### config.mk
export PLATFORM = sky130hd
export DESIGN_NAME = uart_rx_tx_ring_buffers_top
export DESIGN_NICKNAME = d
export VERILOG_FILES = /design/src/rtl/urb_pkg.sv /design/src/rtl/uart_rx_tx_ring_buffers_top.sv /design/src/rtl/urb_ram.sv /design/src/rtl/urb_ctrl.sv
export SDC_FILE = /design/constraint.sdc
export NUM_CORES = 2
export LEC_CHECK = 0
export ABC_AREA = 1
export BUFFER_PORTS_ARGS = -buffer_cell sky130_fd_sc_hd__clkbuf_2
export CAP_MARGIN = 20
export CORE_ASPECT_RATIO = 0.9
export CORE_MARGIN = 10
export CORE_UTILIZATION = 57
export CTS_BUF_LIST = sky130_fd_sc_hd__clkbuf_16
export DETAILED_ROUTE_END_ITERATION = 12
export PLACE_DENSITY = 0.78
export RECOVER_POWER = 50
export SLEW_MARGIN = 20
export SYNTH_ARGS = -nofsm -noshare
export SYNTH_HDL_FRONTEND = slang
export SYNTH_SLANG_ARGS = --single-unit
### constraint.sdc
create_clock -name clk -period 4.1 [get_ports clk]
set_input_delay 0 -clock clk [delete_from_list [all_inputs] [get_ports clk]]
set_output_delay 0 -clock clk [all_outputs]
set_load 0.02 [all_outputs]
### src/rtl/urb_pkg.sv
// Package for the UART receive/transmit ring buffer block.
// Holds operation codes, field widths and the result flag struct; no dependencies.
package urb_pkg;

  localparam int OP_W           = 3;
  localparam int BYTE_W         = 8;
  localparam int COUNT_W        = 7;
  localparam int COUNT_MAX      = 127;
  localparam int RING_DEPTH_DEF = 128;

  typedef enum logic [OP_W-1:0] {
    OP_RX_BYTE  = 3'd0,
    OP_READ     = 3'd1,
    OP_PEEK     = 3'd2,
    OP_COUNT    = 3'd3,
    OP_FLUSH    = 3'd4,
    OP_TX_WRITE = 3'd5,
    OP_TX_READY = 3'd6
  } op_t;

  // Result of one operation, except for the byte itself, which comes from
  // the registered read port of one of the two rings.
  typedef struct packed {
    logic               valid;
    logic               rd_rx;
    logic               rd_tx;
    logic               send;
    logic               irq;
    logic               dropped;
    logic               full;
    logic [COUNT_W-1:0] count;
  } res_flags_t;

endpackage

### src/rtl/uart_rx_tx_ring_buffers_top.sv
// UART receive/transmit ring buffers: one operation per word, one result word each.
// Each result passes through an input register, then the pointer logic and the ring RAM
// read port into the result register. Throughput: one operation per cycle while out_stall
// is low; the ring RAMs take one access per cycle each.
// Reset clears all four ring pointers and the transmit interrupt enable. Ring contents
// are left as they are; nothing reads them before it has been written.
module uart_rx_tx_ring_buffers_top #(
  parameter int RING_DEPTH = urb_pkg::RING_DEPTH_DEF
) (
  input  logic                          clk,
  input  logic                          rst,
  input  logic                          in_valid,
  output logic                          in_stall,
  input  logic [urb_pkg::OP_W-1:0]      op,
  input  logic [urb_pkg::BYTE_W-1:0]    data_byte,
  output logic                          out_valid,
  input  logic                          out_stall,
  output logic [urb_pkg::BYTE_W-1:0]    byte_out,
  output logic                          byte_valid,
  output logic [urb_pkg::COUNT_W-1:0]   rx_count,
  output logic                          line_send,
  output logic                          tx_irq_enabled,
  output logic                          rx_dropped,
  output logic                          tx_full
);
  import urb_pkg::*;

  localparam int PTR_W = $clog2(RING_DEPTH);

  // Input register: holds the accepted word until the result stage has room.
  logic              in_v;
  logic [OP_W-1:0]   op_q;
  logic [BYTE_W-1:0] data_q;

  // Result register and the read data of both rings, which belong to it.
  logic       out_v;
  res_flags_t out_flags;
  logic       out_free;
  logic       fire;

  logic              rx_we, rx_re, tx_we, tx_re;
  logic [PTR_W-1:0]  rx_waddr, rx_raddr, tx_waddr, tx_raddr;
  logic [BYTE_W-1:0] wdata, rx_rdata, tx_rdata;
  res_flags_t        flags;

  // The result stage frees up when it is empty or its word is taken this cycle.
  // An operation executes, and its ring read is issued, only when it can move on,
  // so the ring read data stays put for as long as the result is stalled.
  assign out_free = !out_v || !out_stall;
  assign fire     = in_v && out_free;
  assign in_stall = in_v && !out_free;

  always_ff @(posedge clk) begin
    if (rst) begin
      in_v <= 1'b0;
    end else if (!in_stall) begin
      in_v <= in_valid;
    end
  end

  always_ff @(posedge clk) begin
    if (!in_stall) begin
      op_q   <= op;
      data_q <= data_byte;
    end
  end

  urb_ctrl #(
    .RING_DEPTH (RING_DEPTH)
  ) u_ctrl (
    .clk      (clk),
    .rst      (rst),
    .fire     (fire),
    .op       (op_q),
    .data     (data_q),
    .rx_we    (rx_we),
    .rx_waddr (rx_waddr),
    .rx_re    (rx_re),
    .rx_raddr (rx_raddr),
    .tx_we    (tx_we),
    .tx_waddr (tx_waddr),
    .tx_re    (tx_re),
    .tx_raddr (tx_raddr),
    .wdata    (wdata),
    .flags    (flags)
  );

  // Receive ring store.
  urb_ram #(
    .WIDTH (BYTE_W),
    .DEPTH (RING_DEPTH)
  ) u_rx_ram (
    .clk   (clk),
    .we    (rx_we),
    .waddr (rx_waddr),
    .wdata (wdata),
    .re    (rx_re),
    .raddr (rx_raddr),
    .rdata (rx_rdata)
  );

  // Transmit ring store.
  urb_ram #(
    .WIDTH (BYTE_W),
    .DEPTH (RING_DEPTH)
  ) u_tx_ram (
    .clk   (clk),
    .we    (tx_we),
    .waddr (tx_waddr),
    .wdata (wdata),
    .re    (tx_re),
    .raddr (tx_raddr),
    .rdata (tx_rdata)
  );

  always_ff @(posedge clk) begin
    if (rst) begin
      out_v <= 1'b0;
    end else if (out_free) begin
      out_v <= in_v;
    end
  end

  always_ff @(posedge clk) begin
    if (fire) begin
      out_flags <= flags;
    end
  end

  // The byte comes from whichever ring the operation read; otherwise it is zero.
  always_comb begin
    if (out_flags.rd_rx) begin
      byte_out = rx_rdata;
    end else if (out_flags.rd_tx) begin
      byte_out = tx_rdata;
    end else begin
      byte_out = '0;
    end
  end

  assign out_valid      = out_v;
  assign byte_valid     = out_flags.valid;
  assign rx_count       = out_flags.count;
  assign line_send      = out_flags.send;
  assign tx_irq_enabled = out_flags.irq;
  assign rx_dropped     = out_flags.dropped;
  assign tx_full        = out_flags.full;

endmodule

### src/rtl/urb_ram.sv
// Generic single-port-write, single-port-read RAM with a registered read.
// Stand-alone; the read data holds its value while no read is enabled.
module urb_ram #(
  parameter int WIDTH = 8,
  parameter int DEPTH = 128
) (
  input  logic                     clk,
  input  logic                     we,
  input  logic [$clog2(DEPTH)-1:0] waddr,
  input  logic [WIDTH-1:0]         wdata,
  input  logic                     re,
  input  logic [$clog2(DEPTH)-1:0] raddr,
  output logic [WIDTH-1:0]         rdata
);

  logic [WIDTH-1:0] mem [DEPTH];

  always_ff @(posedge clk) begin
    if (we) begin
      mem[waddr] <= wdata;
    end
    if (re) begin
      rdata <= mem[raddr];
    end
  end

endmodule

### src/rtl/urb_ctrl.sv
// Pointer and interrupt-enable control for the two rings.
// Depends on urb_pkg; drives the write and read ports of both ring RAMs.
module urb_ctrl #(
  parameter int RING_DEPTH = urb_pkg::RING_DEPTH_DEF
) (
  input  logic                          clk,
  input  logic                          rst,
  input  logic                          fire,
  input  logic [urb_pkg::OP_W-1:0]      op,
  input  logic [urb_pkg::BYTE_W-1:0]    data,
  output logic                          rx_we,
  output logic [$clog2(RING_DEPTH)-1:0] rx_waddr,
  output logic                          rx_re,
  output logic [$clog2(RING_DEPTH)-1:0] rx_raddr,
  output logic                          tx_we,
  output logic [$clog2(RING_DEPTH)-1:0] tx_waddr,
  output logic                          tx_re,
  output logic [$clog2(RING_DEPTH)-1:0] tx_raddr,
  output logic [urb_pkg::BYTE_W-1:0]    wdata,
  output urb_pkg::res_flags_t           flags
);
  import urb_pkg::*;

  localparam int PTR_W = $clog2(RING_DEPTH);
  localparam int LVL_W = (PTR_W + 1 > COUNT_W) ? PTR_W + 1 : COUNT_W;

  logic [PTR_W-1:0] rx_head, rx_head_next, rx_tail, rx_tail_next;
  logic [PTR_W-1:0] tx_head, tx_head_next, tx_tail, tx_tail_next;
  logic             tx_irq_on, tx_irq_on_next;
  logic [PTR_W-1:0] rx_head_inc, rx_tail_inc, tx_head_inc, tx_tail_inc;
  logic [PTR_W:0]   rx_level;
  logic [LVL_W-1:0] rx_level_ext;
  logic [COUNT_W-1:0] rx_count;
  op_t              op_e;

  function automatic logic [PTR_W-1:0] ptr_inc(input logic [PTR_W-1:0] p);
    ptr_inc = (p == PTR_W'(RING_DEPTH - 1)) ? '0 : p + PTR_W'(1);
  endfunction

  assign op_e        = op_t'(op);
  assign rx_head_inc = ptr_inc(rx_head);
  assign rx_tail_inc = ptr_inc(rx_tail);
  assign tx_head_inc = ptr_inc(tx_head);
  assign tx_tail_inc = ptr_inc(tx_tail);

  assign rx_waddr = rx_head;
  assign rx_raddr = rx_tail;
  assign tx_waddr = tx_head;
  assign tx_raddr = tx_tail;
  assign wdata    = data;

  always_comb begin
    rx_head_next   = rx_head;
    rx_tail_next   = rx_tail;
    tx_head_next   = tx_head;
    tx_tail_next   = tx_tail;
    tx_irq_on_next = tx_irq_on;
    rx_we          = 1'b0;
    rx_re          = 1'b0;
    tx_we          = 1'b0;
    tx_re          = 1'b0;
    flags          = '0;
    if (fire) begin
      case (op_e)
        OP_RX_BYTE: begin
          if (rx_head_inc == rx_tail) begin
            flags.dropped = 1'b1;
          end else begin
            rx_we        = 1'b1;
            rx_head_next = rx_head_inc;
          end
        end
        OP_READ, OP_PEEK: begin
          if (rx_head != rx_tail) begin
            rx_re       = 1'b1;
            flags.valid = 1'b1;
            flags.rd_rx = 1'b1;
            if (op_e == OP_READ) begin
              rx_tail_next = rx_tail_inc;
            end
          end
        end
        OP_FLUSH: begin
          rx_head_next = '0;
          rx_tail_next = '0;
        end
        OP_TX_WRITE: begin
          if (tx_head_inc == tx_tail) begin
            flags.full = 1'b1;
          end else begin
            tx_we          = 1'b1;
            tx_head_next   = tx_head_inc;
            tx_irq_on_next = 1'b1;
          end
        end
        OP_TX_READY: begin
          if (tx_irq_on) begin
            if (tx_head == tx_tail) begin
              tx_irq_on_next = 1'b0;
            end else begin
              tx_re        = 1'b1;
              tx_tail_next = tx_tail_inc;
              flags.valid  = 1'b1;
              flags.rd_tx  = 1'b1;
              flags.send   = 1'b1;
            end
          end
        end
        default: begin
        end
      endcase
    end
    flags.irq   = tx_irq_on_next;
    flags.count = rx_count;
  end

  // Fill level after the operation, saturated to the width of rx_count.
  always_comb begin
    if (rx_head_next >= rx_tail_next) begin
      rx_level = {1'b0, rx_head_next} - {1'b0, rx_tail_next};
    end else begin
      rx_level = {1'b0, rx_head_next} + (PTR_W + 1)'(RING_DEPTH) - {1'b0, rx_tail_next};
    end
    rx_level_ext = LVL_W'(rx_level);
    if (rx_level_ext > LVL_W'(COUNT_MAX)) begin
      rx_count = COUNT_W'(COUNT_MAX);
    end else begin
      rx_count = rx_level_ext[COUNT_W-1:0];
    end
  end

  always_ff @(posedge clk) begin
    if (rst) begin
      rx_head   <= '0;
      rx_tail   <= '0;
      tx_head   <= '0;
      tx_tail   <= '0;
      tx_irq_on <= 1'b0;
    end else begin
      rx_head   <= rx_head_next;
      rx_tail   <= rx_tail_next;
      tx_head   <= tx_head_next;
      tx_tail   <= tx_tail_next;
      tx_irq_on <= tx_irq_on_next;
    end
  end

endmodule

== Word level (Yosys, flattened, before mapping) ==
Memory sizes are Yosys's and may differ from the RTL's. A register that Yosys moved wholly into a read port is not among the register bits.
Index checks and enable logic that the tools add are counted.

* Register bits after elaboration: 56
* RAM bits: 2,048
* Input bits: 15
* Output and inout bits: 22
* Memories: 2

* Add/sub/neg operators: 7
* $lt $le $gt $ge: 2
* Eq/ne operators: 13
* Multiplexer cells: 39
* Bitwise operators: 2
* Reduce and logical (&&, ||, !) cells: 11

{| class="wikitable"
|+ Memories
! name !! depth !! bits a word !! rd ports !! clocked after memory_dff !! wr ports !! RTL line !! text
|-
| u_rx_ram.mem || 128 || 8 || 1 || 1 || 1 || urb_ram.sv:16 || <nowiki>logic [WIDTH-1:0] mem [DEPTH];</nowiki>
|-
| u_tx_ram.mem || 128 || 8 || 1 || 1 || 1 || urb_ram.sv:16 ||
|}

{| class="wikitable"
|+ Operators by type and width
! kind !! number
|-
| $mux 7 || 9
|-
| $add 7x1->7 const B || 4
|-
| $eq 7x7->1 const B || 4
|-
| $pmux 7 s2 || 2
|-
| $mux 8 || 3
|-
| $eq 7x7->1 || 3
|-
| $mux 1 || 21
|-
| $eq 3x3->1 const B || 3
|-
| $add 7x8->8 const B || 1
|-
| $gt 8x7->1 const B || 1
|-
| $sub 7x7->8 || 1
|-
| $sub 8x7->8 || 1
|-
| $ge 7x7->1 || 1
|-
| $ne 7x7->1 || 1
|-
| $mux 2 || 2
|-
| $pmux 1 s2 || 2
|-
| $reduce_and 4->1 || 1
|-
| $eq 3x1->1 const B || 1
|-
| $eq 3x2->1 const B || 1
|-
| $logic_not 1->1 || 3
|-
| $logic_not 3->1 || 1
|-
| $reduce_and 3->1 || 1
|-
| $logic_and 1x1->1 || 2
|-
| $not 1->1 || 2
|-
| other kinds (3) || 3
|}

== Logic depth before layout (Yosys ltp) ==
* Depth in word-level cells: 10
* Depth in mapped cells: 22
* Depth with buffers taken out: 22

== Hierarchy ==
From an unflattened synthesis, not the netlist that was laid out.

* Cell total of the unflattened synthesis: 7,705
* Area, all modules: 88,304.7 um2

{| class="wikitable"
|+ By module, submodules not included
! module !! instances !! cells each !! area each (um2) !! sequential area each (um2)
|-
| urb_ram || 2 || 3,575 || 42,184.2 || 30,989.7
|-
| urb_ctrl || 1 || 486 || 2,921.6 || 580.6
|-
| uart_rx_tx_ring_buffers_top || 1 || 69 || 1,014.7 || 790.8
|}

== Worst setup path before layout ==
No wires, ideal clock.

* Kind: flip-flop to flip-flop
* From: register data_q[0]
* To: memory u_rx_ram.mem[0][0], data pin
* Arrival time: 3,228 ps
* Data required time: 3,283 ps
* Path slack: 54 ps
* Cell stages (with the launch flop): 1
* Buffers on the path: 0
* Clock period less this slack: 4,046 ps
* Cells stage by stage: edfxtp_1

{| class="wikitable"
|+ RTL lines
! element !! RTL line !! text
|-
| from (decl) || uart_rx_tx_ring_buffers_top.sv:33 || <nowiki>logic [BYTE_W-1:0] data_q;</nowiki>
|-
| from (signal assigned) || uart_rx_tx_ring_buffers_top.sv:64 || <nowiki>data_q <= data_byte;</nowiki>
|-
| to (decl) || urb_ram.sv:16 ||
|}

No word-level cell before the write port.

== Worst setup path in the final report ==
* From: register data_q[0]
* To: memory u_rx_ram.mem[43][0], data pin

No word-level cell before the write port.

==> run_results.csv <==
group,metric,value,unit
yosys,yosysTopAreaCell,"edfxtp_1",
power,combPwrFrac,1.4,%
timing,rsz0062_at_grt,"no",
placed_design,numPortBuffers,36,
min_path,hold_path.startpoint,"data_byte[1]",
power,powerDensity,443.3,nW/µm²
timing,fin_tns_setup,0,ps
power,p_leak,30.88,nW
critical_path,cp_top_family,"buffers and inverters",
timing,finalClockSkew,31.96,ps
yosys,synth_cell_types,38,
layout,syn2layout_area_growth,9.452,%
power,clock_power_share,40.9,%
yosys,synth_top_area_share,73.44,%
critical_path,regToRegStartpoint,"data_q[0]",
yosys,synth-edff-count,2088,
cts,cts_hold_buffers,27,
power,power.internal,0.03315,W
route,drtIter0Drc,8545,
yosys,syn_inst,6964,
critical_path,critical_path_required,4180,ps
job,cap_violations,17,
critical_path,cp-startpoint,"data_q[0]",
floorplan,die-area,165700,µm²
cts,h-tree-depth,4,
critical_path,startpoint_type,"flop",
critical_path,cp.arrival,4000,ps
placed_design,dpl.cell_count,8644,
floorplan,dieHeight,387.2,µm
cts,cts_max_path_buffers,3,
critical_path,crit_path_max_incr_delay,2480,ps
timing,relSlewSlack,-154.4,%
grt,antenna_found_initial,3,
yosys,syn_nets,6991,
route,wl,218.7,mm
power,switching_share,19.99,%
cts,post_cts_buffers,0,
yosys,syn_area,85380,µm²
grt,grt_pass1_wl,328.3,mm
yosys,ys_seq_elements,2119,
power,power_switching,0.008281,W
critical_path,cp_max_fo,164,
critical_path,slowest_stage,"clkbuf_2",
floorplan,core,148500,µm²
power,total_power,0.04143,W
timing,worst_slew_pin_slew,3816,ps
cts,ctsResizeCount,0,
layout,final_cells,9021,
outcome,violations,"max-capacitance violations, max-slew violations",
floorplan,io_pins,37,
cts,clkTransAtPathRegs,60,ps
cts,clk_latency,860,ps
floorplan,start_util,57.48,%
yosys,syn_area_per_cell,12.26,µm²
floorplan,die_w,428.0,µm
yosys,ys_seq_area_share,74.17,%
min_path,hold_path.class,"in -> reg",
route,dr.pass1.iters,8,
route,vias,56890,
layout,drive_gt1_share,6.399,%
floorplan,num_rows,134,
power,ir_drop,528.6,µV
yosys,yosys_warnings,0,
yosys,async_flop_share,0,%
critical_path,worst-path-buf-inv,1,
route,drtAntennaViolNets,0,
critical_path,end_kind,"flop",
critical_path,path_cells,"clkbuf_2",
timing,min_period,3913,ps
timing,fmax,255.6,MHz
layout,fill_cells,10640,
critical_path,critical_path_class,"reg -> reg",
timing,holdWs,432.5,ps
cts,numCtsBuffers,192,
route,wl_per_cell,24.25,µm
layout,final-seq-area,63340,µm²
grt,grtUsageTotal,25.42,%
timing,fin_crit_sh,95.44,%
power,seqPwrFrac,57.7,%
outcome,outcome,"complete, but fails checks",
timing,hold_viol,0,
layout,finalNetCount,6920,
route,drc,0,
timing,maxSlewViolCount,1710,
placed_design,gp_congestion,0.9396,
route,vias_per_cell,6.306,
cts,cts_tree,"done",
layout,multi_input_area,19760,µm²
placed_design,dp_hpwl,122.8,mm
yosys,yosys_most_used_dff,"edfxtp_1",
timing,setup_viol,0,
grt,grt_pass1_vias,53890,
grt,grt_start_max_net_pins,258,
grt,grt_overflow,0,
cts,cts_root_buf,"clkbuf_16",
yosys,synth_area_leaders,"edfxtp_1 73%, nor2_1 6.5%, o21ai_0 6.1%",
cts,cts_sinks,2119,
metal layers:
layer / vias up / GRT usage, % / routed length, µm
met5: - / 0 / 0
met2: 3798 / 40.77 / 104300
met4: 0 / 10.50 / 9076
li1: 25160 / - / -
met3: 604 / 5.022 / 23880
met1: 27330 / 34.15 / 81490
flip-flops by register name, summed over array words and instances (netlist names), 7 cells and up:
| register | count |
|---|---|
| data_q | 8 |
| u_tx_ram.rdata | 8 |
| u_rx_ram.rdata | 8 |
| u_tx_ram.mem | 1024 |
| rx_count | 7 |
| u_ctrl.rx_raddr | 7 |
| u_ctrl.tx_waddr | 7 |
| u_rx_ram.mem | 1024 |
| u_ctrl.rx_waddr | 7 |
| u_ctrl.tx_raddr | 7 |
power by group through the flow:
stage / combinational (W) / sequential (W) / clock [W]
after floorplan: 0.0000734 / 0.0246 / 0
after global placement: 0.000546 / 0.0243 / 0
after detailed placement: 0.000576 / 0.0243 / 0
after CTS: 0.000598 / 0.0239 / 0.0170
after global routing: 0.000592 / 0.0239 / 0.0179
final: 0.000560 / 0.0239 / 0.0170
synthesized netlist by cell type, drive strengths merged (2+ instances only):
cell type and n:
o211ai 104, xor2 15, clkbuf 365, ha 12, dfxtp 31, nor3 12
or2 11, nor2 1479, clkinv 6, nand3 412, inv 94, nand2 693
o221ai 12, xnor2 9, buf 111, nand4 24, o22ai 367, a31oi 3
nand3b 2, edfxtp 2088, o21ai 1048, a21oi 58
path summary, 6_finish.rpt:
path / to / slack [ps] / depth (start not counted)
setup / recovery: u_rx_ram.mem[43][0] / 190 / 1
hold / removal: data_q[1] / 430 / 3
setup reg to reg: u_rx_ram.mem[43][0] / 190 / 1
hold reg to reg: u_tx_ram.mem[50][4] / 550 / 0
final cells by class:
class                   instances  area share, %
multi-input cells            4269          21.14
flip-flops and latches       2119          67.79
diodes                          1       0.002678
inverters                     100         0.4285
well taps                    1972          2.640
repair buffers                211          1.715
clock buffers                 194          5.195
clock inverters               155          1.091
layout by cell type (no fill, tap or decap), types with 34 or more instances in the layout:
cell type and n:
buf_4 100, nand3_1 409, nand2_1 677, clkinv_2 34, inv_1 138, o21ai_0 1048
o22ai_1 367, o211ai_1 104, clkbuf_16 194, clkinv_1 43, clkbuf_1 44, edfxtp_1 2088
nor2_1 1473, a21oi_1 58
metrics by stage:
step                area (µm²)  utilization [%]  setup slack [ps]
global placement         87580            58.96             499.1
CTS                      93810            63.15             373.7
global route             93450            62.91             11.38
detailed placement       87660            59.01             390.0
finish                   93450            62.91             187.0
floorplan                85380                -             54.27
kinds of logic after synthesis:
logic type | share of synthesized area, %
AND/OR/NAND/NOR | 12.43
adder cells (fa/ha/maj) | 0.1759
buffers and inverters | 2.704
AO/OA/AOI/OAI | 10.27
multiplexers | 0.01172
XOR/XNOR | 0.2462
flip-flops | 74.17
Note: power is estimated with default switching activity, not from simulation.
